[src/rtl/assert_macros.svh]
// Assertion macros used by the top-level core to check its own logic.
`ifndef ASSERT_MACROS_SVH
`define ASSERT_MACROS_SVH

// Same-cycle implication, checked on every rising clock edge outside reset.
`define CHK_IMPL(lbl, ante, cons, msg) \
    lbl: assert property (@(posedge clk) disable iff (!rst_n) (ante) |-> (cons)) \
        else $error(msg);

// Next-cycle implication, checked on every rising clock edge outside reset.
`define CHK_NEXT(lbl, ante, cons, msg) \
    lbl: assert property (@(posedge clk) disable iff (!rst_n) (ante) |=> (cons)) \
        else $error(msg);

`endif

[src/rtl/lfb_pkg.sv]
// Package with the types, constants and helper functions of the framebuffer core.
package lfb_pkg;

    localparam int LFB_SCREEN_WIDTH  = 480;
    localparam int LFB_SCREEN_HEIGHT = 320;

    localparam int LFB_PIXEL_W       = 24;
    localparam int LFB_COORD_W       = 12;
    localparam int LFB_ROW_HEAD      = 22;
    localparam int LFB_IN_TDATA_W    = 104;
    localparam int LFB_OUT_TDATA_W   = 16;

    // Display command bytes.
    localparam logic [7:0] CMD_COL_ADDR  = 8'h2a;
    localparam logic [7:0] CMD_ROW_ADDR  = 8'h2b;
    localparam logic [7:0] CMD_MEM_WRITE = 8'h2c;

    // Positions inside the per-row command header.
    localparam logic [4:0] HDR_PAD_COL      = 5'd0;
    localparam logic [4:0] HDR_CMD_COL      = 5'd1;
    localparam logic [4:0] HDR_COL_END_HI   = 5'd7;
    localparam logic [4:0] HDR_COL_END_LO   = 5'd9;
    localparam logic [4:0] HDR_PAD_ROW      = 5'd10;
    localparam logic [4:0] HDR_CMD_ROW      = 5'd11;
    localparam logic [4:0] HDR_ROW_START_HI = 5'd13;
    localparam logic [4:0] HDR_ROW_START_LO = 5'd15;
    localparam logic [4:0] HDR_ROW_END_HI   = 5'd17;
    localparam logic [4:0] HDR_ROW_END_LO   = 5'd19;
    localparam logic [4:0] HDR_PAD_MEM      = 5'd20;
    localparam logic [4:0] HDR_CMD_MEM      = 5'd21;

    typedef enum logic [1:0] {
        ACT_OPEN    = 2'd0,
        ACT_WRITE   = 2'd1,
        ACT_FILL    = 2'd2,
        ACT_REFRESH = 2'd3
    } action_t;

    typedef enum logic [1:0] {
        ST_CLEAR = 2'd0,
        ST_IDLE  = 2'd1,
        ST_FILL  = 2'd2,
        ST_EXEC  = 2'd3
    } state_t;

    typedef struct packed {
        logic                   open;
        logic                   write;
        logic [LFB_COORD_W-1:0] pos_x;
        logic [LFB_COORD_W-1:0] pos_y;
        logic [LFB_COORD_W-1:0] rect_width;
        logic [LFB_COORD_W-1:0] rect_height;
    } rect_cmd_t;

    typedef struct packed {
        logic [7:0] lcd_byte;
        logic       data_select;
    } hdr_t;

    typedef struct packed {
        logic [7:0] hdr_byte;
        logic       data_select;
        logic       in_data;
        logic [1:0] phase;
        logic       frame_end;
    } refresh_info_t;

    // Byte and register-select level of one position in the row header.
    function automatic hdr_t hdr_entry(input logic [4:0]  idx,
                                       input logic [15:0] row,
                                       input logic [15:0] col_end,
                                       input logic [15:0] row_end);
        hdr_t r;
        r.lcd_byte    = 8'h00;
        r.data_select = 1'b1;
        case (idx)
            HDR_PAD_COL, HDR_PAD_ROW, HDR_PAD_MEM: r.data_select = 1'b0;
            HDR_CMD_COL:
            begin
                r.data_select = 1'b0;
                r.lcd_byte    = CMD_COL_ADDR;
            end
            HDR_CMD_ROW:
            begin
                r.data_select = 1'b0;
                r.lcd_byte    = CMD_ROW_ADDR;
            end
            HDR_CMD_MEM:
            begin
                r.data_select = 1'b0;
                r.lcd_byte    = CMD_MEM_WRITE;
            end
            HDR_COL_END_HI:   r.lcd_byte = col_end[15:8];
            HDR_COL_END_LO:   r.lcd_byte = col_end[7:0];
            HDR_ROW_START_HI: r.lcd_byte = row[15:8];
            HDR_ROW_START_LO: r.lcd_byte = row[7:0];
            HDR_ROW_END_HI:   r.lcd_byte = row_end[15:8];
            HDR_ROW_END_LO:   r.lcd_byte = row_end[7:0];
            default:          r.lcd_byte = 8'h00;
        endcase
        return r;
    endfunction

endpackage

[src/rtl/lfb_rect.sv]
// Rectangle clipping, write cursor and write address generation.
module lfb_rect
    import lfb_pkg::*;
#(
    parameter int SCREEN_WIDTH  = LFB_SCREEN_WIDTH,
    parameter int SCREEN_HEIGHT = LFB_SCREEN_HEIGHT,
    parameter int ADDR_W        = $clog2(SCREEN_WIDTH * SCREEN_HEIGHT)
)
(
    input  logic              clk,
    input  logic              rst_n,
    input  rect_cmd_t         cmd,
    output logic              wr_en,
    output logic [ADDR_W-1:0] wr_addr,
    output logic              truncated
);

    localparam int COL_W = $clog2(SCREEN_WIDTH);
    localparam int ROW_W = $clog2(SCREEN_HEIGHT);
    localparam logic [ADDR_W-1:0]      W_ADDR  = ADDR_W'(SCREEN_WIDTH);
    localparam logic [LFB_COORD_W-1:0] W_COORD = LFB_COORD_W'(SCREEN_WIDTH);
    localparam logic [LFB_COORD_W-1:0] H_COORD = LFB_COORD_W'(SCREEN_HEIGHT);

    logic [LFB_COORD_W-1:0] width_reg, width_next;
    logic [LFB_COORD_W-1:0] height_reg, height_next;
    logic [LFB_COORD_W-1:0] col_reg, col_next;
    logic [LFB_COORD_W-1:0] row_reg, row_next;
    logic [ADDR_W-1:0]      wptr_reg, wptr_next;
    logic                   clip_reg, clip_next;

    logic                   off_screen;
    logic                   write_ok;
    logic [LFB_COORD_W:0]   x_end;
    logic [LFB_COORD_W:0]   y_end;
    logic [LFB_COORD_W-1:0] col_inc;
    logic [ADDR_W-1:0]      origin;

    always_comb
    begin
        off_screen = (cmd.pos_x >= W_COORD) || (cmd.pos_y >= H_COORD);
        x_end      = {1'b0, cmd.pos_x} + {1'b0, cmd.rect_width};
        y_end      = {1'b0, cmd.pos_y} + {1'b0, cmd.rect_height};
        origin     = ADDR_W'(cmd.pos_y[ROW_W-1:0]) * W_ADDR + ADDR_W'(cmd.pos_x[COL_W-1:0]);
        write_ok   = (row_reg < height_reg) && (col_reg < width_reg);
        col_inc    = col_reg + 1'b1;
    end

    always_comb
    begin
        width_next  = width_reg;
        height_next = height_reg;
        col_next    = col_reg;
        row_next    = row_reg;
        wptr_next   = wptr_reg;
        clip_next   = clip_reg;
        if (cmd.open)
        begin
            col_next = '0;
            row_next = '0;
            if (off_screen)
            begin
                clip_next   = 1'b1;
                width_next  = '0;
                height_next = '0;
                wptr_next   = '0;
            end
            else
            begin
                clip_next   = 1'b0;
                wptr_next   = origin;
                width_next  = cmd.rect_width;
                height_next = cmd.rect_height;
                if (y_end > {1'b0, H_COORD})
                begin
                    height_next = H_COORD - cmd.pos_y;
                    clip_next   = 1'b1;
                end
                if (x_end > {1'b0, W_COORD})
                begin
                    width_next = W_COORD - cmd.pos_x;
                    clip_next  = 1'b1;
                end
            end
        end
        else if (cmd.write && write_ok)
        begin
            if (col_inc >= width_reg)
            begin
                // Jump from the end of this row to the start of the next one.
                col_next  = '0;
                row_next  = row_reg + 1'b1;
                wptr_next = wptr_reg + W_ADDR - ADDR_W'(width_reg) + 1'b1;
            end
            else
            begin
                col_next  = col_inc;
                wptr_next = wptr_reg + 1'b1;
            end
        end
    end

    always_ff @(posedge clk or negedge rst_n)
    begin
        if (!rst_n)
        begin
            width_reg  <= '0;
            height_reg <= '0;
            col_reg    <= '0;
            row_reg    <= '0;
            wptr_reg   <= '0;
            clip_reg   <= 1'b0;
        end
        else
        begin
            width_reg  <= width_next;
            height_reg <= height_next;
            col_reg    <= col_next;
            row_reg    <= row_next;
            wptr_reg   <= wptr_next;
            clip_reg   <= clip_next;
        end
    end

    assign wr_en     = cmd.write && write_ok;
    assign wr_addr   = wptr_reg;
    assign truncated = clip_reg;

endmodule

[config.mk]
export PLATFORM = sky130hd
export DESIGN_NAME = lfb_rect
export DESIGN_NICKNAME = d
export VERILOG_FILES = /design/src/rtl/assert_macros.svh /design/src/rtl/lfb_pkg.sv /design/src/rtl/lfb_rect.sv
export SDC_FILE = /design/constraint.sdc
export NUM_CORES = 1
export LEC_CHECK = 0
export BUFFER_PORTS_ARGS = -buffer_cell sky130_fd_sc_hd__buf_2
export CAP_MARGIN = 20
export CORE_UTILIZATION = 40
export CTS_CLUSTER_DIAMETER = 200
export DETAILED_ROUTE_END_ITERATION = 6
export GPL_TIMING_DRIVEN = 0
export HOLD_SLACK_MARGIN = 0.03
export SYNTH_ARGS = -nofsm -noshare
export SYNTH_HDL_FRONTEND = slang
export SYNTH_SLANG_ARGS = --single-unit
[constraint.sdc]
create_clock -name clk -period 6.7 [get_ports clk]
set_clock_uncertainty 0.1 [all_clocks]
set_input_delay 1.34 -clock clk [delete_from_list [all_inputs] [get_ports clk]]
set_output_delay 1.34 -clock clk [all_outputs]
set_load 0.005 [all_outputs]
==> impl_metrics.yaml <==
cts:
  clk_latency_ps: 350
  clockBufferDepth: 2
  cts_setup_buffers: 0
  path_clk_slew_ps: 60
  cts.repair.resized: 0
  cts_tree: "built"
  cts_hold_buf: 0
  cts_root_buffer: "clkbuf_16"
  htree_levels: 3
  cts_made_buffers: 9
  clock_sinks: 67
critical_path:
  slowest_stage: "fa_1"
  worstPathCellList: "buf_2, inv_1, fa_1, fa_1, inv_1, ha_1, clkbuf_1, a2111oi_0, o21ai_0, a41oi_1, xor2_1, nor4_1, xnor2_1, nor2_1, o221a_1"
  cp_top_family: "adder cells"
  worstSetupEndpointType: "register"
  worstPathBufferInverterCount: 4
  crit_type: "input pin to register"
  cp-start-kind: "input pin"
  slowest_delay_ps: 510
  cp_data_arrival_time_ps: 5190
  worstPathMaxFanout: 8
  critPathRequiredTime_ps: 6830
finish:
  n_antenna_cell: 0
  final_nets: 1260
  largest_register_ffs: 18
  area_growth_pct: 12.27
  drive_gt1_frac: 0.1148
floorplanning:
  dieArea_mm2: 0.02146
  core_area_mm2: 0.02036
  ios: 72
  fp.dieW_um: 146.5
  initial_utilization: 0.4101
  rows: 52
  die_h_um: 146.5
flow_run:
  drv_cap: 0
yosys:
  ys_ff_latch: 67
  async_flop_share: 1.000
  synth_cell_types: 96
  synth-adder-area-share: 0.2298
  yosysTopAreaCell: "dfrtp_1"
  synthFlopType: "dfrtp_1"
  synth_xor_area_frac: 0.07221
  synthMuxAreaShare: 0.01558
  synth_compound_area_frac: 0.2322
  syn-cell-area_mm2: 0.008352
  synth_edf_count: 0
  syn_nets: 1178
  synth_top_family_by_area: "compound AO/OA/AOI/OAI gates"
  yosysTopAreaCellShare: 0.2007
  ys_seq_area_frac: 0.2007
  yosys-top-cells-area: "dfrtp_1 (20%), ha_1 (18%), xnor2_1 (4.8%), inv_1 (4.7%), fa_1 (4.6%)"
  synth-simple-area-share: 0.1867
  syn_inst: 984
  synth.avg_cell_area_um2: 8.488
  synth_warnings: 0
placement:
  detailed_place_hpwl_um: 19250
  gp_congestion: 0.8643
  io_buffers: 70
route:
  drt_pass1_iterations: 5
  wl_um: 24110
  num_vias: 7513
  antenna_left: 0
  viasPerCell: 5.603
  post_drt_wl_per_cell_um: 17.98
  drtIter0Drc: 395
  drcViolationCount: 0
grt:
  grt_max_degree: 58
  grt_pass1_vias: 7262
  track_usage: 0.2305
  overflow: 0
  grt_antenna_before_repair: 0
  grt_pass1_wl_um: 39020
sta:
  rsz0062_at_grt: "false"
  worst_pin_slew_ps: 817.3
  relSlewSlack: 0.4551
  hold_violations: 0
  timing.final.crit_share: 0.7563
  maxSlewViolCount: 0
  setup_viol: 0
  timing.fmax_ghz: 0.1974
  layout_min_cycle_time_ps: 5067
  tns_ps: 0
power_and_ir_drop:
  totalPowerFinal_mw: 1.871
  ir_drop_uv: 109.7
  total_leakage_power_nw: 4.269
  p_per_area_mw_per_mm2: 199.6
outcome:
  outcome: "finished clean"
min_path:
  hold_path_class: "register to register"
cells in the final DEF, fill, tap and decap left out, types with 13 or more instances in the layout:
master and instances:
a21o_1 26, a21oi_1 49, a31oi_1 13, buf_2 77
clkbuf_1 16, dfrtp_1 67, fa_1 19, ha_1 123
inv_1 104, nand2_1 79, nand3_1 30, nand4_1 17
nor2_1 64, nor2b_1 16, o21ai_0 31, xnor2_1 46
xor2_1 21
through the flow:
stage	cells	utilization	setup WS [ps]	hold slack (ps)	instance area (µm²)
floorplan	984	-	1809	373.5	8352
finish	1341	0.4604	1633	430.5	9376
global route	1341	0.4604	1168	447.9	9376
CTS	1341	0.4604	1628	430.5	9376
detailed placement	1325	0.4454	1284	412.7	9070
global placement	1324	0.4439	1376	399.8	9040
path summary, 6_finish.rpt:
kind | startpoint | endpoint | slack, ps | cells after the start
setup reg to reg | col_reg[2]$_DFFE_PN0P_ | wr_addr[15]$_DFFE_PN0P_ | 2360 | 14
max in group asynchronous | rst_n | row_reg[5]$_DFFE_PN0P_ | 5220 | 2
setup / recovery | cmd[28] | wr_addr[17]$_DFFE_PN0P_ | 1630 | 15
hold / removal | height_reg[8]$_DFFE_PN0P_ | height_reg[8]$_DFFE_PN0P_ | 430 | 1
min in group asynchronous | rst_n | col_reg[4]$_DFFE_PN0P_ | 730 | 1
hold reg to reg | height_reg[8]$_DFFE_PN0P_ | height_reg[8]$_DFFE_PN0P_ | 430 | 1
metal layers:
layer / global-route usage / wire (µm)
met1: 0.3149 / 11570
met2: 0.3810 / 11180
met3: 0.02344 / 840
met4: 0.07344 / 512
met5: 0 / 0
worst reg2reg max path, stage by stage (launching register included):
cell and delay [ps]:
dfrtp_1 470, nand3_1 160, nor2_1 280, and3_1 250, nand3_1 110, xnor2_1 210, ha_1 280, a211o_1 270
or3_1 380, o21a_1 280, buf_2 240, or4_1 560, a211oi_1 470, a211oi_1 90, o211ai_1 110
cells in the mapped netlist, types with 5 or more instances:
cell type / count
a211oi_1: 9
a21o_1: 26
a21oi_1: 49
a22o_1: 8
a22oi_1: 7
a31oi_1: 13
and3_1: 9
and4_1: 8
buf_2: 8
clkbuf_1: 14
dfrtp_1: 67
fa_1: 19
ha_1: 123
inv_1: 104
mux2_1: 5
nand2_1: 79
nand2b_1: 6
nand3_1: 30
nand4_1: 17
nor2_1: 64
nor2b_1: 16
nor3_1: 11
nor4_1: 12
o211ai_1: 11
o21a_1: 9
o21ai_0: 31
o21ai_1: 11
o221ai_1: 9
o22ai_1: 6
o32ai_1: 7
or3_1: 6
or4_1: 7
xnor2_1: 46
xor2_1: 21
kinds of logic after synthesis:
group	after synthesis
fa+ha+maj	142
simple gates	297
compound gates	265
buf+inv	133
flops	67
mux	12
xor+xnor	68
area by class of cell:
class / instances / area [µm²]
clock buffers: 13 / 260.3
repair buffers: 71 / 380.4
fillers: 2029 / 10990
plain buffers: 27 / 126.4
multi-input cells: 784 / 6151
inverters: 106 / 397.9
well taps: 270 / 337.8
clock inverters: 3 / 46.29
flip-flops and latches: 67 / 1677
where the power goes:
group	switching (mW)	total [mW]	internal, mW	leakage [nW]
Clock	0.193	0.502	0.310	0.146
Combinational	0.515	0.904	0.389	3.21
Sequential	0.0418	0.465	0.423	0.910
Total	0.749	1.87	1.12	4.27
No activity file was read; power rests on OpenSTA's default activity.
