**src/rtl/assert_macros.svh**
```systemverilog
// Assertion macros used by the top-level core to check its own logic.
`ifndef ASSERT_MACROS_SVH
`define ASSERT_MACROS_SVH

// Same-cycle implication, checked on every rising clock edge outside reset.
`define CHK_IMPL(lbl, ante, cons, msg) \
    lbl: assert property (@(posedge clk) disable iff (!rst_n) (ante) |-> (cons)) \
        else $error(msg);

// Next-cycle implication, checked on every rising clock edge outside reset.
`define CHK_NEXT(lbl, ante, cons, msg) \
    lbl: assert property (@(posedge clk) disable iff (!rst_n) (ante) |=> (cons)) \
        else $error(msg);

`endif

```
**src/rtl/lfb_pkg.sv**
```systemverilog
// Package with the types, constants and helper functions of the framebuffer core.
package lfb_pkg;

    localparam int LFB_SCREEN_WIDTH  = 480;
    localparam int LFB_SCREEN_HEIGHT = 320;

    localparam int LFB_PIXEL_W       = 24;
    localparam int LFB_COORD_W       = 12;
    localparam int LFB_ROW_HEAD      = 22;
    localparam int LFB_IN_TDATA_W    = 104;
    localparam int LFB_OUT_TDATA_W   = 16;

    // Display command bytes.
    localparam logic [7:0] CMD_COL_ADDR  = 8'h2a;
    localparam logic [7:0] CMD_ROW_ADDR  = 8'h2b;
    localparam logic [7:0] CMD_MEM_WRITE = 8'h2c;

    // Positions inside the per-row command header.
    localparam logic [4:0] HDR_PAD_COL      = 5'd0;
    localparam logic [4:0] HDR_CMD_COL      = 5'd1;
    localparam logic [4:0] HDR_COL_END_HI   = 5'd7;
    localparam logic [4:0] HDR_COL_END_LO   = 5'd9;
    localparam logic [4:0] HDR_PAD_ROW      = 5'd10;
    localparam logic [4:0] HDR_CMD_ROW      = 5'd11;
    localparam logic [4:0] HDR_ROW_START_HI = 5'd13;
    localparam logic [4:0] HDR_ROW_START_LO = 5'd15;
    localparam logic [4:0] HDR_ROW_END_HI   = 5'd17;
    localparam logic [4:0] HDR_ROW_END_LO   = 5'd19;
    localparam logic [4:0] HDR_PAD_MEM      = 5'd20;
    localparam logic [4:0] HDR_CMD_MEM      = 5'd21;

    typedef enum logic [1:0] {
        ACT_OPEN    = 2'd0,
        ACT_WRITE   = 2'd1,
        ACT_FILL    = 2'd2,
        ACT_REFRESH = 2'd3
    } action_t;

    typedef enum logic [1:0] {
        ST_CLEAR = 2'd0,
        ST_IDLE  = 2'd1,
        ST_FILL  = 2'd2,
        ST_EXEC  = 2'd3
    } state_t;

    typedef struct packed {
        logic                   open;
        logic                   write;
        logic [LFB_COORD_W-1:0] pos_x;
        logic [LFB_COORD_W-1:0] pos_y;
        logic [LFB_COORD_W-1:0] rect_width;
        logic [LFB_COORD_W-1:0] rect_height;
    } rect_cmd_t;

    typedef struct packed {
        logic [7:0] lcd_byte;
        logic       data_select;
    } hdr_t;

    typedef struct packed {
        logic [7:0] hdr_byte;
        logic       data_select;
        logic       in_data;
        logic [1:0] phase;
        logic       frame_end;
    } refresh_info_t;

    // Byte and register-select level of one position in the row header.
    function automatic hdr_t hdr_entry(input logic [4:0]  idx,
                                       input logic [15:0] row,
                                       input logic [15:0] col_end,
                                       input logic [15:0] row_end);
        hdr_t r;
        r.lcd_byte    = 8'h00;
        r.data_select = 1'b1;
        case (idx)
            HDR_PAD_COL, HDR_PAD_ROW, HDR_PAD_MEM: r.data_select = 1'b0;
            HDR_CMD_COL:
            begin
                r.data_select = 1'b0;
                r.lcd_byte    = CMD_COL_ADDR;
            end
            HDR_CMD_ROW:
            begin
                r.data_select = 1'b0;
                r.lcd_byte    = CMD_ROW_ADDR;
            end
            HDR_CMD_MEM:
            begin
                r.data_select = 1'b0;
                r.lcd_byte    = CMD_MEM_WRITE;
            end
            HDR_COL_END_HI:   r.lcd_byte = col_end[15:8];
            HDR_COL_END_LO:   r.lcd_byte = col_end[7:0];
            HDR_ROW_START_HI: r.lcd_byte = row[15:8];
            HDR_ROW_START_LO: r.lcd_byte = row[7:0];
            HDR_ROW_END_HI:   r.lcd_byte = row_end[15:8];
            HDR_ROW_END_LO:   r.lcd_byte = row_end[7:0];
            default:          r.lcd_byte = 8'h00;
        endcase
        return r;
    endfunction

endpackage

```
**src/rtl/lfb_refresh.sv**
```systemverilog
// Refresh stream position: row header bytes, pixel byte phase and read pointer.
module lfb_refresh
    import lfb_pkg::*;
#(
    parameter int SCREEN_WIDTH  = LFB_SCREEN_WIDTH,
    parameter int SCREEN_HEIGHT = LFB_SCREEN_HEIGHT,
    parameter int ADDR_W        = $clog2(SCREEN_WIDTH * SCREEN_HEIGHT)
)
(
    input  logic              clk,
    input  logic              rst_n,
    input  logic              advance,
    output refresh_info_t     info,
    output logic [ADDR_W-1:0] rd_addr
);

    localparam int ROW_BYTES = LFB_ROW_HEAD + 3 * SCREEN_WIDTH;
    localparam int IDX_W     = $clog2(ROW_BYTES);
    localparam int ROW_W     = $clog2(SCREEN_HEIGHT);

    logic [IDX_W-1:0]  idx_reg, idx_next;
    logic [ROW_W-1:0]  row_reg, row_next;
    logic [1:0]        phase_reg, phase_next;
    logic [ADDR_W-1:0] ptr_reg, ptr_next;

    logic in_data;
    logic row_end;
    logic frame_end;
    hdr_t hdr;

    always_comb
    begin
        in_data   = idx_reg >= IDX_W'(LFB_ROW_HEAD);
        row_end   = idx_reg == IDX_W'(ROW_BYTES - 1);
        frame_end = row_end && (row_reg == ROW_W'(SCREEN_HEIGHT - 1));
        hdr       = hdr_entry(idx_reg[4:0], 16'(row_reg), 16'(SCREEN_WIDTH - 1),
                              16'(SCREEN_HEIGHT - 1));
    end

    always_comb
    begin
        idx_next   = idx_reg;
        row_next   = row_reg;
        phase_next = phase_reg;
        ptr_next   = ptr_reg;
        if (advance)
        begin
            idx_next = row_end ? '0 : idx_reg + 1'b1;
            if (row_end)
            begin
                row_next = frame_end ? '0 : row_reg + 1'b1;
            end
            if (in_data)
            begin
                if (phase_reg == 2'd2)
                begin
                    phase_next = 2'd0;
                    ptr_next   = frame_end ? '0 : ptr_reg + 1'b1;
                end
                else
                begin
                    phase_next = phase_reg + 1'b1;
                end
            end
        end
    end

    always_ff @(posedge clk or negedge rst_n)
    begin
        if (!rst_n)
        begin
            idx_reg   <= '0;
            row_reg   <= '0;
            phase_reg <= 2'd0;
            ptr_reg   <= '0;
        end
        else
        begin
            idx_reg   <= idx_next;
            row_reg   <= row_next;
            phase_reg <= phase_next;
            ptr_reg   <= ptr_next;
        end
    end

    always_comb
    begin
        info.hdr_byte    = hdr.lcd_byte;
        info.data_select = in_data ? 1'b1 : hdr.data_select;
        info.in_data     = in_data;
        info.phase       = phase_reg;
        info.frame_end   = frame_end;
    end

    assign rd_addr = ptr_reg;

endmodule

```
**config.mk**
```make
export PLATFORM = sky130hd
export DESIGN_NAME = lfb_refresh
export DESIGN_NICKNAME = d
export VERILOG_FILES = /design/src/rtl/assert_macros.svh /design/src/rtl/lfb_pkg.sv /design/src/rtl/lfb_refresh.sv
export SDC_FILE = /design/constraint.sdc
export NUM_CORES = 1
export LEC_CHECK = 0
export ABC_AREA = 1
export BUFFER_PORTS_ARGS = -buffer_cell sky130_fd_sc_hd__buf_4
export CAP_MARGIN = 20
export CORE_ASPECT_RATIO = 1.4
export CORE_MARGIN = 3
export CORE_UTILIZATION = 31
export CTS_CLUSTER_DIAMETER = 50
export CTS_CLUSTER_SIZE = 8
export DETAILED_ROUTE_END_ITERATION = 6
export HOLD_SLACK_MARGIN = 0.06
export SYNTH_ARGS = -nofsm -noshare
export SYNTH_HDL_FRONTEND = slang
export SYNTH_SLANG_ARGS = --single-unit
```
**constraint.sdc**
```tcl
create_clock -name clk -period 3.81 [get_ports clk]
set_clock_uncertainty 0.05 [all_clocks]
set_input_delay 0.1905 -clock clk [delete_from_list [all_inputs] [get_ports clk]]
set_output_delay 0.1905 -clock clk [all_outputs]
set_load 0.005 [all_outputs]
```
==> flow_summary.json, run 1 <==
{
  "fp.dieW_um": 85.86,
  "fin_crit_ps": 2236,
  "yosysMostFrequentCell": "nand2_1",
  "avgSynthCellArea_sq_um": 7.170,
  "grt_max_degree": 41,
  "worstMarginPinSlew_ps": 768.1,
  "cts_max_level": 2,
  "start_kind": "flip-flop",
  "place_hpwl_mm": 4.967,
  "hold_viol": 0,
  "synth_seq_cells": 40,
  "crit_path_top_delay_cell": "dfrtp_1",
  "dp_cells": 510,
  "ioPinCount": 34,
  "largest_reg_flops": 18,
  "drt-pass1-iter-count": 4,
  "grt.overflow.total": 0,
  "postPlaceCellArea_sq_mm": 0.003027,
  "port-buffer-count": 33,
  "synth-main-ff-cell": "dfrtp_1",
  "synth_top_cells_by_count": "nand2_1 (106), inv_1 (45), nand3_1 (43)",
  "ant_nets": 0,
  "fp-row-count": 40,
  "n_antenna_cell": 0,
  "swShare_pct": 37.16,
  "fin_tns_setup_ps": 0,
  "crit_chain": "ha_1 -> nand3_1 -> inv_1 -> ha_1 -> inv_1 -> o221ai_1 -> buf_4",
  "die-area_sq_mm": 0.01011,
  "max_cap_viol_count": 0,
  "synthesis.nets": 396,
  "avgViaCountPerCell": 4.934,
  "initial_core_util_pct": 31.97,
  "critical_path_peak_fanout": 6,
  "synthTopCellsByArea": "dfrtp_1 (36%), nand2_1 (14%), nand3_1 (7.8%)",
  "maxSlewHeadroom_pct": 48.67,
  "crit_arrival_ps": 2000,
  "ys_warn_count": 0,
  "critical_path_buf_inv_count": 3,
  "postCtsSetupBuffers": 0,
  "cts_tree": "done",
  "die_y_um": 117.8,
  "synth_top_area_cell": "dfrtp_1",
  "peakVddDrop_mv": 0.3062,
  "timing.fmax_ghz": 0.4472,
  "worstSetupPathType": "flip-flop to output port",
  "pwr-share-seq_pct": 37.9,
  "drtIter0Drc": 150,
  "final.period_utilization_pct": 58.69,
  "clkPwrFrac_pct": 28.4,
  "cts_resized": 0,
  "clkSinkCount": 40,
  "gp_congestion": 0.9173,
  "cp-end-kind": "output port",
  "core-area_sq_mm": 0.008658,
  "area_delta_synth_final_pct": 15.78,
  "stdcell_count": 519,
  "ys_types": 32,
  "root_buffer": "clkbuf_16",
  "outcome": "completed",
  "clock_path_buffers": 2,
  "synthCells": 386,
  "drv_slew": 0,
  "ys_seq_area_share_pct": 36.17,
  "drive_gt1_share_pct": 13.29,
  "rsz0062_at_grt": "false",
  "async_flop_share_pct": 100.0,
  "clkTransAtPathRegs_ps": 60,
  "track_usage_pct": 13.53,
  "cts_buffers": 5,
  "p_int_mw": 1.052,
  "grt_pass1_wl_mm": 11.30,
  "utilization_pct": 37.01,
  "hold_path.class": "input pin to flip-flop",
  "final_cell_area_sq_mm": 0.003204,
  "clk_latency_ps": 280,
  "max_stage_delay_ps": 450,
  "comb_power_share_pct": 33.7,
  "synth-edff-count": 0,
  "total_leakage_power_nw": 1.581,
  "syn_area_sq_mm": 0.002768,
  "wire_per_inst_um": 12.81,
  "critPathTopFamily": "adder cells",
  "powerDensity_mw_per_mm2": 522.5,
  "antenna_found_initial": 0,
  "setup_viol": 0,
  "drc": 0,
  "vias": 2561,
  "p_sw_uw": 622.2,
  "nNetsFinal": 423,
  "routed_wl_mm": 6.646,
  "grt_pass1_vias": 2488,
  "yosysTopAreaCellShare_pct": 36.17,
  "worstPathRequired_ps": 3570
}
==> stage by stage <==
step	power [mW]	setup slack, ps	hold WS (ps)
2_1_floorplan	1.019	2208	-155.1
3_3_place_gp	1.206	1714	166.4
6_report	1.674	1574	184.5
5_1_grt	1.797	1375	190.2
4_1_cts	1.696	1574	177.0
3_5_place_dp	1.211	1589	169.6
==> final timing paths <==
check	slack, ps	startpoint	cells after the start	endpoint
max	1570	idx_reg[1]$_DFFE_PN0P_	7	info[7]
min	180	advance	2	idx_reg[4]$_DFFE_PN0P_
max reg2reg	1580	idx_reg[1]$_DFFE_PN0P_	9	idx_reg[8]$_DFFE_PN0P_
min reg2reg	490	rd_addr[17]$_DFFE_PN0P_	2	rd_addr[17]$_DFFE_PN0P_
max in group asynchronous	2950	rst_n	2	rd_addr[12]$_DFFE_PN0P_
min in group asynchronous	390	rst_n	2	rd_addr[17]$_DFFE_PN0P_
==> layout make-up <==
class                           count  area (sq um)
Clock buffer                        5         125.1
Clock inverter                      3         42.54
Fill cell                         920          5454
Inverter                           48         187.7
Multi-Input combinational cell    284          1459
Sequential cell                    40          1001
Tap cell                          105         131.4
Timing Repair Buffer               34         257.7
==> logic make-up after synthesis <==
family                   after synthesis  share of synthesized area, %
flip-flops                            40                         36.17
buffers and inverters                 62                         11.12
adder cells (fa/ha/maj)                7                         3.164
AO/OA/AOI/OAI                         34                         7.007
AND/OR/NAND/NOR                      224                         36.53
XOR/XNOR                              19                         6.013
==> power by group through the flow <==
stage               clock network (mW)  registers [mW]  logic (mW)
floorplan                            0           0.573       0.446
global placement                     0           0.640       0.566
detailed placement                   0           0.642       0.569
CTS                              0.491           0.633       0.572
global route                     0.512           0.649       0.635
finish                           0.475           0.634       0.564
==> cell usage in the layout, fill, tap and decap left out, types with 2 or more instances in the layout <==
cell and instances:
buf_4 33, xor2_1 15, nor2_1 38, nand4_1 8
o21ai_0 15, nand3_1 43, nand2_2 3, o21ai_1 4
nor3_1 16, nand3b_1 2, o21bai_1 2, nor2_8 2
inv_4 3, xnor2_1 4, inv_1 45, dfrtp_1 40
nand2_1 106, nor2_2 2, a21oi_1 7, ha_1 7
clkbuf_16 5
==> metal layers <==
layer	GRT usage, %	vias up	routed length (um)
li1	-	1288	-
met5	0	-	0
met2	24.81	53	3494
met1	15.91	1210	2844
met4	4.356	0	114
met3	1.751	10	193
==> repair_timing <==
| action | CTS | global route |
|---|---|---|
| setup endpoints to repair | 0 | 0 |
| hold endpoints to repair | 40 | 0 |
| hold buffers | 1 | 0 |
No activity file was read; power rests on OpenSTA's default activity.
==> inputs of run 2 (changes only) <==
==> constraint.sdc (replaced) <==
create_clock -name clk -period 2.3 [get_ports clk]
set_clock_uncertainty 0.05 [all_clocks]
set_input_delay 0.115 -clock clk [delete_from_list [all_inputs] [get_ports clk]]
set_output_delay 0.115 -clock clk [all_outputs]
set_load 0.005 [all_outputs]
==> run 2 against run 1 <==
Compared with the run above:
- first-iteration DRC count shrank 26%
- flip-flop and latch count is the same
- non-clock buffer count grew 4
- global-route usage grew 0.67 points
- combinational power grew 69%
- sequential share of layout area shrank 0.23 points
- setup slack lost 1400 ps
- sequential power grew 66%
- count of clock-buffer cells in the layout grew 2
- final area grew 0.74%
- cell count grew 0.77%
- highest routed layer unchanged
==> flow_summary.json, run 2 (synthesized netlist as in run 1, its figures left out) <==
{
  "hold_viol": 0,
  "cts_tree": "done",
  "grt_pass1_vias": 2540,
  "wire_per_inst_um": 12.84,
  "routed_wl_mm": 6.714,
  "maxSlewHeadroom_pct": 64.58,
  "crit_path_top_delay_cell": "dfrtp_1",
  "seq_area_sq_mm": 0.001001,
  "p_int_mw": 1.680,
  "pwr-share-seq_pct": 38.5,
  "setup_viol": 0,
  "cts_buffers": 5,
  "multiInputGateArea_sq_mm": 0.001470,
  "root_buffer": "clkbuf_16",
  "max_cap_viol_count": 0,
  "p_sw_mw": 1.046,
  "grt_max_degree": 41,
  "fp.dieW_um": 85.86,
  "crit_chain": "inv_1 -> ha_1 -> nand2_1 -> o21ai_0 -> a21oi_2 -> nand2_1 -> o21bai_1 -> buf_4",
  "fin_crit_ps": 2143,
  "die_y_um": 117.8,
  "swShare_pct": 38.37,
  "rsz0062_at_grt": "false",
  "critical_path_buf_inv_count": 2,
  "cts_max_level": 2,
  "track_usage_pct": 14.20,
  "clkTransAtPathRegs_ps": 60,
  "drc": 0,
  "layout_common_cells": "nand2_1 (106), inv_1 (45), nand3_1 (43)",
  "timing.fmax_ghz": 0.4667,
  "worstSetupPathType": "flip-flop to output port",
  "comb_power_share_pct": 35.0,
  "post-place-ws_ps": 249.6,
  "start_kind": "flip-flop",
  "hold_path.class": "input pin to flip-flop",
  "worstPathRequired_ps": 2130,
  "postPlaceCellArea_sq_mm": 0.003057,
  "avgViaCountPerCell": 4.883,
  "utilization_pct": 37.28,
  "outcome": "completed",
  "nNetsFinal": 427,
  "port-buffer-count": 33,
  "total_leakage_power_nw": 1.590,
  "clkPwrFrac_pct": 26.5,
  "place_hpwl_mm": 5.000,
  "max_stage_delay_ps": 470,
  "ioPinCount": 34,
  "initial_core_util_pct": 31.97,
  "final_cell_area_sq_mm": 0.003228,
  "clock_path_buffers": 2,
  "ant_nets": 0,
  "area_delta_synth_final_pct": 16.64,
  "drv_slew": 0,
  "cp_common_cell": "nand2_1",
  "die-area_sq_mm": 0.01011,
  "n_antenna_cell": 0,
  "grt.overflow.total": 0,
  "num-fill-cells": 916,
  "peakVddDrop_mv": 0.3771,
  "largest_reg_flops": 18,
  "drt-pass1-iter-count": 4,
  "vias": 2554,
  "fin_tns_setup_ps": 0,
  "cp-end-kind": "output port",
  "gp_congestion": 0.8413,
  "worstMarginPinSlew_ps": 531.3,
  "postCtsSetupBuffers": 0,
  "clk_latency_ps": 280,
  "crit_arrival_ps": 1980,
  "critical_path_peak_fanout": 6,
  "final.period_utilization_pct": 93.16,
  "core-area_sq_mm": 0.008658,
  "drive_gt1_share_pct": 14.35,
  "drtIter0Drc": 111,
  "powerDensity_mw_per_mm2": 844.4,
  "grt_pass1_wl_mm": 11.81,
  "layout_commonest_cell": "nand2_1",
  "critPathTopFamily": "compound AO/OA/AOI/OAI gates",
  "antenna_found_initial": 0,
  "worst_slack_ps": 157.4,
  "clkSinkCount": 40,
  "fp-row-count": 40
}
[run 2: worst reg2reg max path, delay by kind of cell, from the launching register on]
kind / cells / cell delay, ps
AND/OR/NAND/NOR: 4 / 690
flip-flops: 1 / 460
buffers and inverters: 3 / 460
adder cells (fa/ha/maj): 1 / 190
AO/OA/AOI/OAI: 1 / 100
[run 2: worst paths after layout]
| kind | slack [ps] | startpoint | cells past startpoint | endpoint |
|---|---|---|---|---|
| max in group asynchronous | 1520 | rst_n | 2 | idx_reg[4]$_DFFE_PN0P_ |
| hold reg to reg | 490 | rd_addr[17]$_DFFE_PN0P_ | 2 | rd_addr[17]$_DFFE_PN0P_ |
| min in group asynchronous | 310 | rst_n | 2 | row_reg[7]$_DFFE_PN0P_ |
| hold / removal | 100 | advance | 2 | idx_reg[4]$_DFFE_PN0P_ |
| setup reg to reg | 290 | idx_reg[1]$_DFFE_PN0P_ | 9 | row_reg[5]$_DFFE_PN0P_ |
| setup / recovery | 160 | idx_reg[1]$_DFFE_PN0P_ | 8 | info[4] |
[run 2: per-stage QoR]
stage	power, mW	hold slack [ps]	cells
2_1_floorplan	1.688	-230.6	386
3_3_place_gp	2.002	91.46	514
3_5_place_dp	2.020	89.31	514
4_1_cts	2.751	86.17	523
5_1_grt	2.945	95.66	523
6_report	2.726	98.10	523
[run 2: timing repair]
item,4_1_cts,5_1_grt
resized for setup,0,3
endpoints found under the setup margin,0,4
endpoints found under the hold margin,40,0
hold buffers,1,0
[run 2: per-layer routing]
| layer | routed length [um] | GRT usage [%] |
|---|---|---|
| met5 | 0 | 0 |
| met4 | 172 | 5.743 |
| met3 | 251 | 2.731 |
| met2 | 3452 | 24.51 |
| met1 | 2837 | 16.99 |
[run 2: area by class of cell]
cell class | count | share of cell area, %
tap | 105 | 4.070
sequential | 40 | 31.01
clock buffer | 7 | 4.419
timing repair buffer | 38 | 8.915
inverter | 48 | 5.814
clock inverter | 1 | 0.2326
multi-input combinational | 284 | 45.54
[run 2: power groups by stage]
stage / Sequential [mW] / Combinational [mW] / Clock, mW
final: 1.05 / 0.954 / 0.721
after global routing: 1.08 / 1.10 / 0.765
after CTS: 1.05 / 0.967 / 0.736
after detailed placement: 1.06 / 0.960 / 0
after global placement: 1.05 / 0.948 / 0
after floorplan: 0.949 / 0.739 / 0
==> inputs of run 3 (changes only) <==
--- a/config.mk
+++ b/config.mk
@@ -5,16 +5,17 @@
 export SDC_FILE = /design/constraint.sdc
 export NUM_CORES = 1
 export LEC_CHECK = 0
-export ABC_AREA = 1
 export BUFFER_PORTS_ARGS = -buffer_cell sky130_fd_sc_hd__buf_4
 export CAP_MARGIN = 20
 export CORE_ASPECT_RATIO = 1.4
 export CORE_MARGIN = 3
-export CORE_UTILIZATION = 31
+export CORE_UTILIZATION = 57
 export CTS_CLUSTER_DIAMETER = 50
 export CTS_CLUSTER_SIZE = 8
 export DETAILED_ROUTE_END_ITERATION = 6
 export HOLD_SLACK_MARGIN = 0.06
+export PLACE_DENSITY = 0.79
+export RECOVER_POWER = 100
 export SYNTH_ARGS = -nofsm -noshare
 export SYNTH_HDL_FRONTEND = slang
 export SYNTH_SLANG_ARGS = --single-unit
==> run 3 against run 2 <==
Compared with the run above:
- register-to-register slack lost 160 ps
- sequential share of layout area is 3.4 points higher
- combinational power decreased by 25%
- count of clock-buffer cells in the layout unchanged
- cell count decreased by 34%
- clock power shrank 13%
- non-clock buffer count rose by 6
- area after synthesis decreased by 12%
- die area shrank 49%
- critical path depth is 2 lower
- largest cell class unchanged
- highest routed layer unchanged
==> flow_summary.json, run 3 <==
{
  "timing.fmax_ghz": 0.4603,
  "maxSlewHeadroom_pct": 34.59,
  "initial_core_util_pct": 60.91,
  "postPlaceCellArea_sq_mm": 0.002766,
  "place_hpwl_mm": 4.169,
  "synthCells": 262,
  "grt.overflow.total": 0,
  "syn_area_sq_mm": 0.002449,
  "yosysTopAreaCellShare_pct": 40.88,
  "drc": 0,
  "hold_path.class": "input pin to flip-flop",
  "synthTopCellsByArea": "dfrtp_1 (41%), xor2_1 (5.0%), nand2_1 (4.8%)",
  "track_usage_pct": 24.47,
  "total_leakage_power_nw": 1.392,
  "start_kind": "flip-flop",
  "routed_wl_mm": 5.663,
  "drv_slew": 0,
  "cp-end-kind": "flip-flop",
  "cts_buffers": 5,
  "ant_nets": 0,
  "ys_types": 52,
  "crit_arrival_ps": 2300,
  "peakVddDrop_mv": 0.5754,
  "cts_max_level": 2,
  "max_cap_viol_count": 0,
  "avgSynthCellArea_sq_um": 9.346,
  "total_power_mw": 2.225,
  "nNetsFinal": 311,
  "worstSetupPathType": "flip-flop to flip-flop",
  "powerDensity_mw_per_mm2": 765.5,
  "ys_seq_area_share_pct": 40.88,
  "synthesis.nets": 272,
  "grt_pass1_vias": 2052,
  "synth_top_cells_by_count": "dfrtp_1 (40), nand2_1 (31), nor2_1 (18)",
  "yosysMostFrequentCell": "dfrtp_1",
  "ys_warn_count": 0,
  "fp-row-count": 27,
  "drive_gt1_share_pct": 22.19,
  "synth_seq_cells": 40,
  "core-area_sq_mm": 0.004020,
  "final_cell_area_sq_mm": 0.002907,
  "root_buffer": "clkbuf_8",
  "clkSinkCount": 40,
  "synth-main-ff-cell": "dfrtp_1",
  "die-area_sq_mm": 0.005130,
  "utilization_pct": 72.30,
  "die_y_um": 83.55,
  "layout_commonest_cell": "dfrtp_1",
  "area_delta_synth_final_pct": 18.70,
  "synth_top_area_cell": "dfrtp_1",
  "async_flop_share_pct": 100.0,
  "worstMarginPinSlew_ps": 981.1,
  "gp_congestion": 0.9045,
  "clkTransAtPathRegs_ps": 80,
  "fin_tns_setup_ps": 0,
  "clk_latency_ps": 300,
  "largest_reg_flops": 18,
  "setup_viol": 0,
  "avgViaCountPerCell": 6.162,
  "critical_path_peak_fanout": 6,
  "grt_max_degree": 41,
  "drt-pass1-iter-count": 4,
  "antenna_found_initial": 0,
  "outcome": "completed",
  "cts_tree": "done",
  "n_antenna_cell": 0,
  "vias": 2126,
  "hold_viol": 0,
  "synth-edff-count": 0,
  "fin_crit_ps": 2173,
  "fp.dieW_um": 61.40,
  "reg2reg_slack_ps": 130,
  "wire_per_inst_um": 16.41,
  "port-buffer-count": 33,
  "ioPinCount": 34,
  "final.period_utilization_pct": 94.46,
  "grt_pass1_wl_mm": 9.687,
  "stdcell_count": 345,
  "layout_common_cells": "dfrtp_1 (40), nand2_1 (31), buf_4 (21)",
  "worstPathRequired_ps": 2430,
  "clock_path_buffers": 2,
  "drtIter0Drc": 161,
  "dp_cells": 336
}
run 3: cell type report:
| cell class | count | area (sq um) |
|---|---|---|
| multi-input combinational | 202 | 1369 |
| fill | 301 | 1114 |
| sequential | 40 | 1001 |
| timing repair buffer | 44 | 326.6 |
| clock buffer | 7 | 96.34 |
| tap | 43 | 53.80 |
| clock inverter | 1 | 30.03 |
| inverter | 8 | 30.03 |
run 3: routing by layer:
metal / track usage (%) / up-vias / share of wire (%) / wire length, um
met2: 39.79 / 54 / 52 / 2941
met3: 4.644 / 14 / 4.0 / 227
met5: 0 / - / 0 / 0
met1: 30.50 / 1032 / 41 / 2329
li1: - / 1026 / - / -
met4: 10.81 / 0 / 2.9 / 165
run 3: report_power, final:
group          leakage [nW]  switching [mW]  internal [mW]  total (mW)
Sequential            0.521           0.111          0.768       0.879
Clock                0.0645           0.247          0.383       0.630
Combinational         0.806           0.371          0.345       0.716
run 3: stage by stage:
stage	hold slack (ps)	setup slack, ps
after global routing	149.5	-26.15
after detailed placement	74.13	149.4
final	131.8	127.5
after global placement	71.63	245.4
after CTS	119.7	92.00
after floorplan	-230.6	219.4
run 3: cell families after synthesis:
logic type | Yosys count | synth area share, %
AND/OR/NAND/NOR | 121 | 28.67
buffers and inverters | 20 | 3.628
adder cells (fa/ha/maj) | 7 | 3.577
XOR/XNOR | 21 | 7.818
flip-flops | 40 | 40.88
multiplexers | 4 | 1.686
AO/OA/AOI/OAI | 49 | 13.75
run 3: worst paths after layout:
path / startpoint / endpoint / cells after the start
worst max-delay path: idx_reg[1]$_DFFE_PN0P_ / row_reg[3]$_DFFE_PN0P_ / 6
worst min-delay path: advance / idx_reg[4]$_DFFE_PN0P_ / 2
worst max register to register: idx_reg[1]$_DFFE_PN0P_ / row_reg[3]$_DFFE_PN0P_ / 6
worst min register to register: idx_reg[9]$_DFFE_PN0P_ / idx_reg[9]$_DFFE_PN0P_ / 1
max in group asynchronous: rst_n / rd_addr[3]$_DFFE_PN0P_ / 2
min in group asynchronous: rst_n / row_reg[6]$_DFFE_PN0P_ / 2
run 3: worst max-delay path: stages, from the launching register on:
cell      delay (ps)
dfrtp_1          430
inv_1            140
ha_1             230
nand4b_4         200
or4_4            640
o21ai_0          250
o21ai_0          120
run 3: repair_timing:
item                       CTS  global route
setup endpoints to repair    0             2
hold endpoints to repair    40             0
buffers inserted             0             0
hold buffers                 1             0
gates resized for setup      0             3
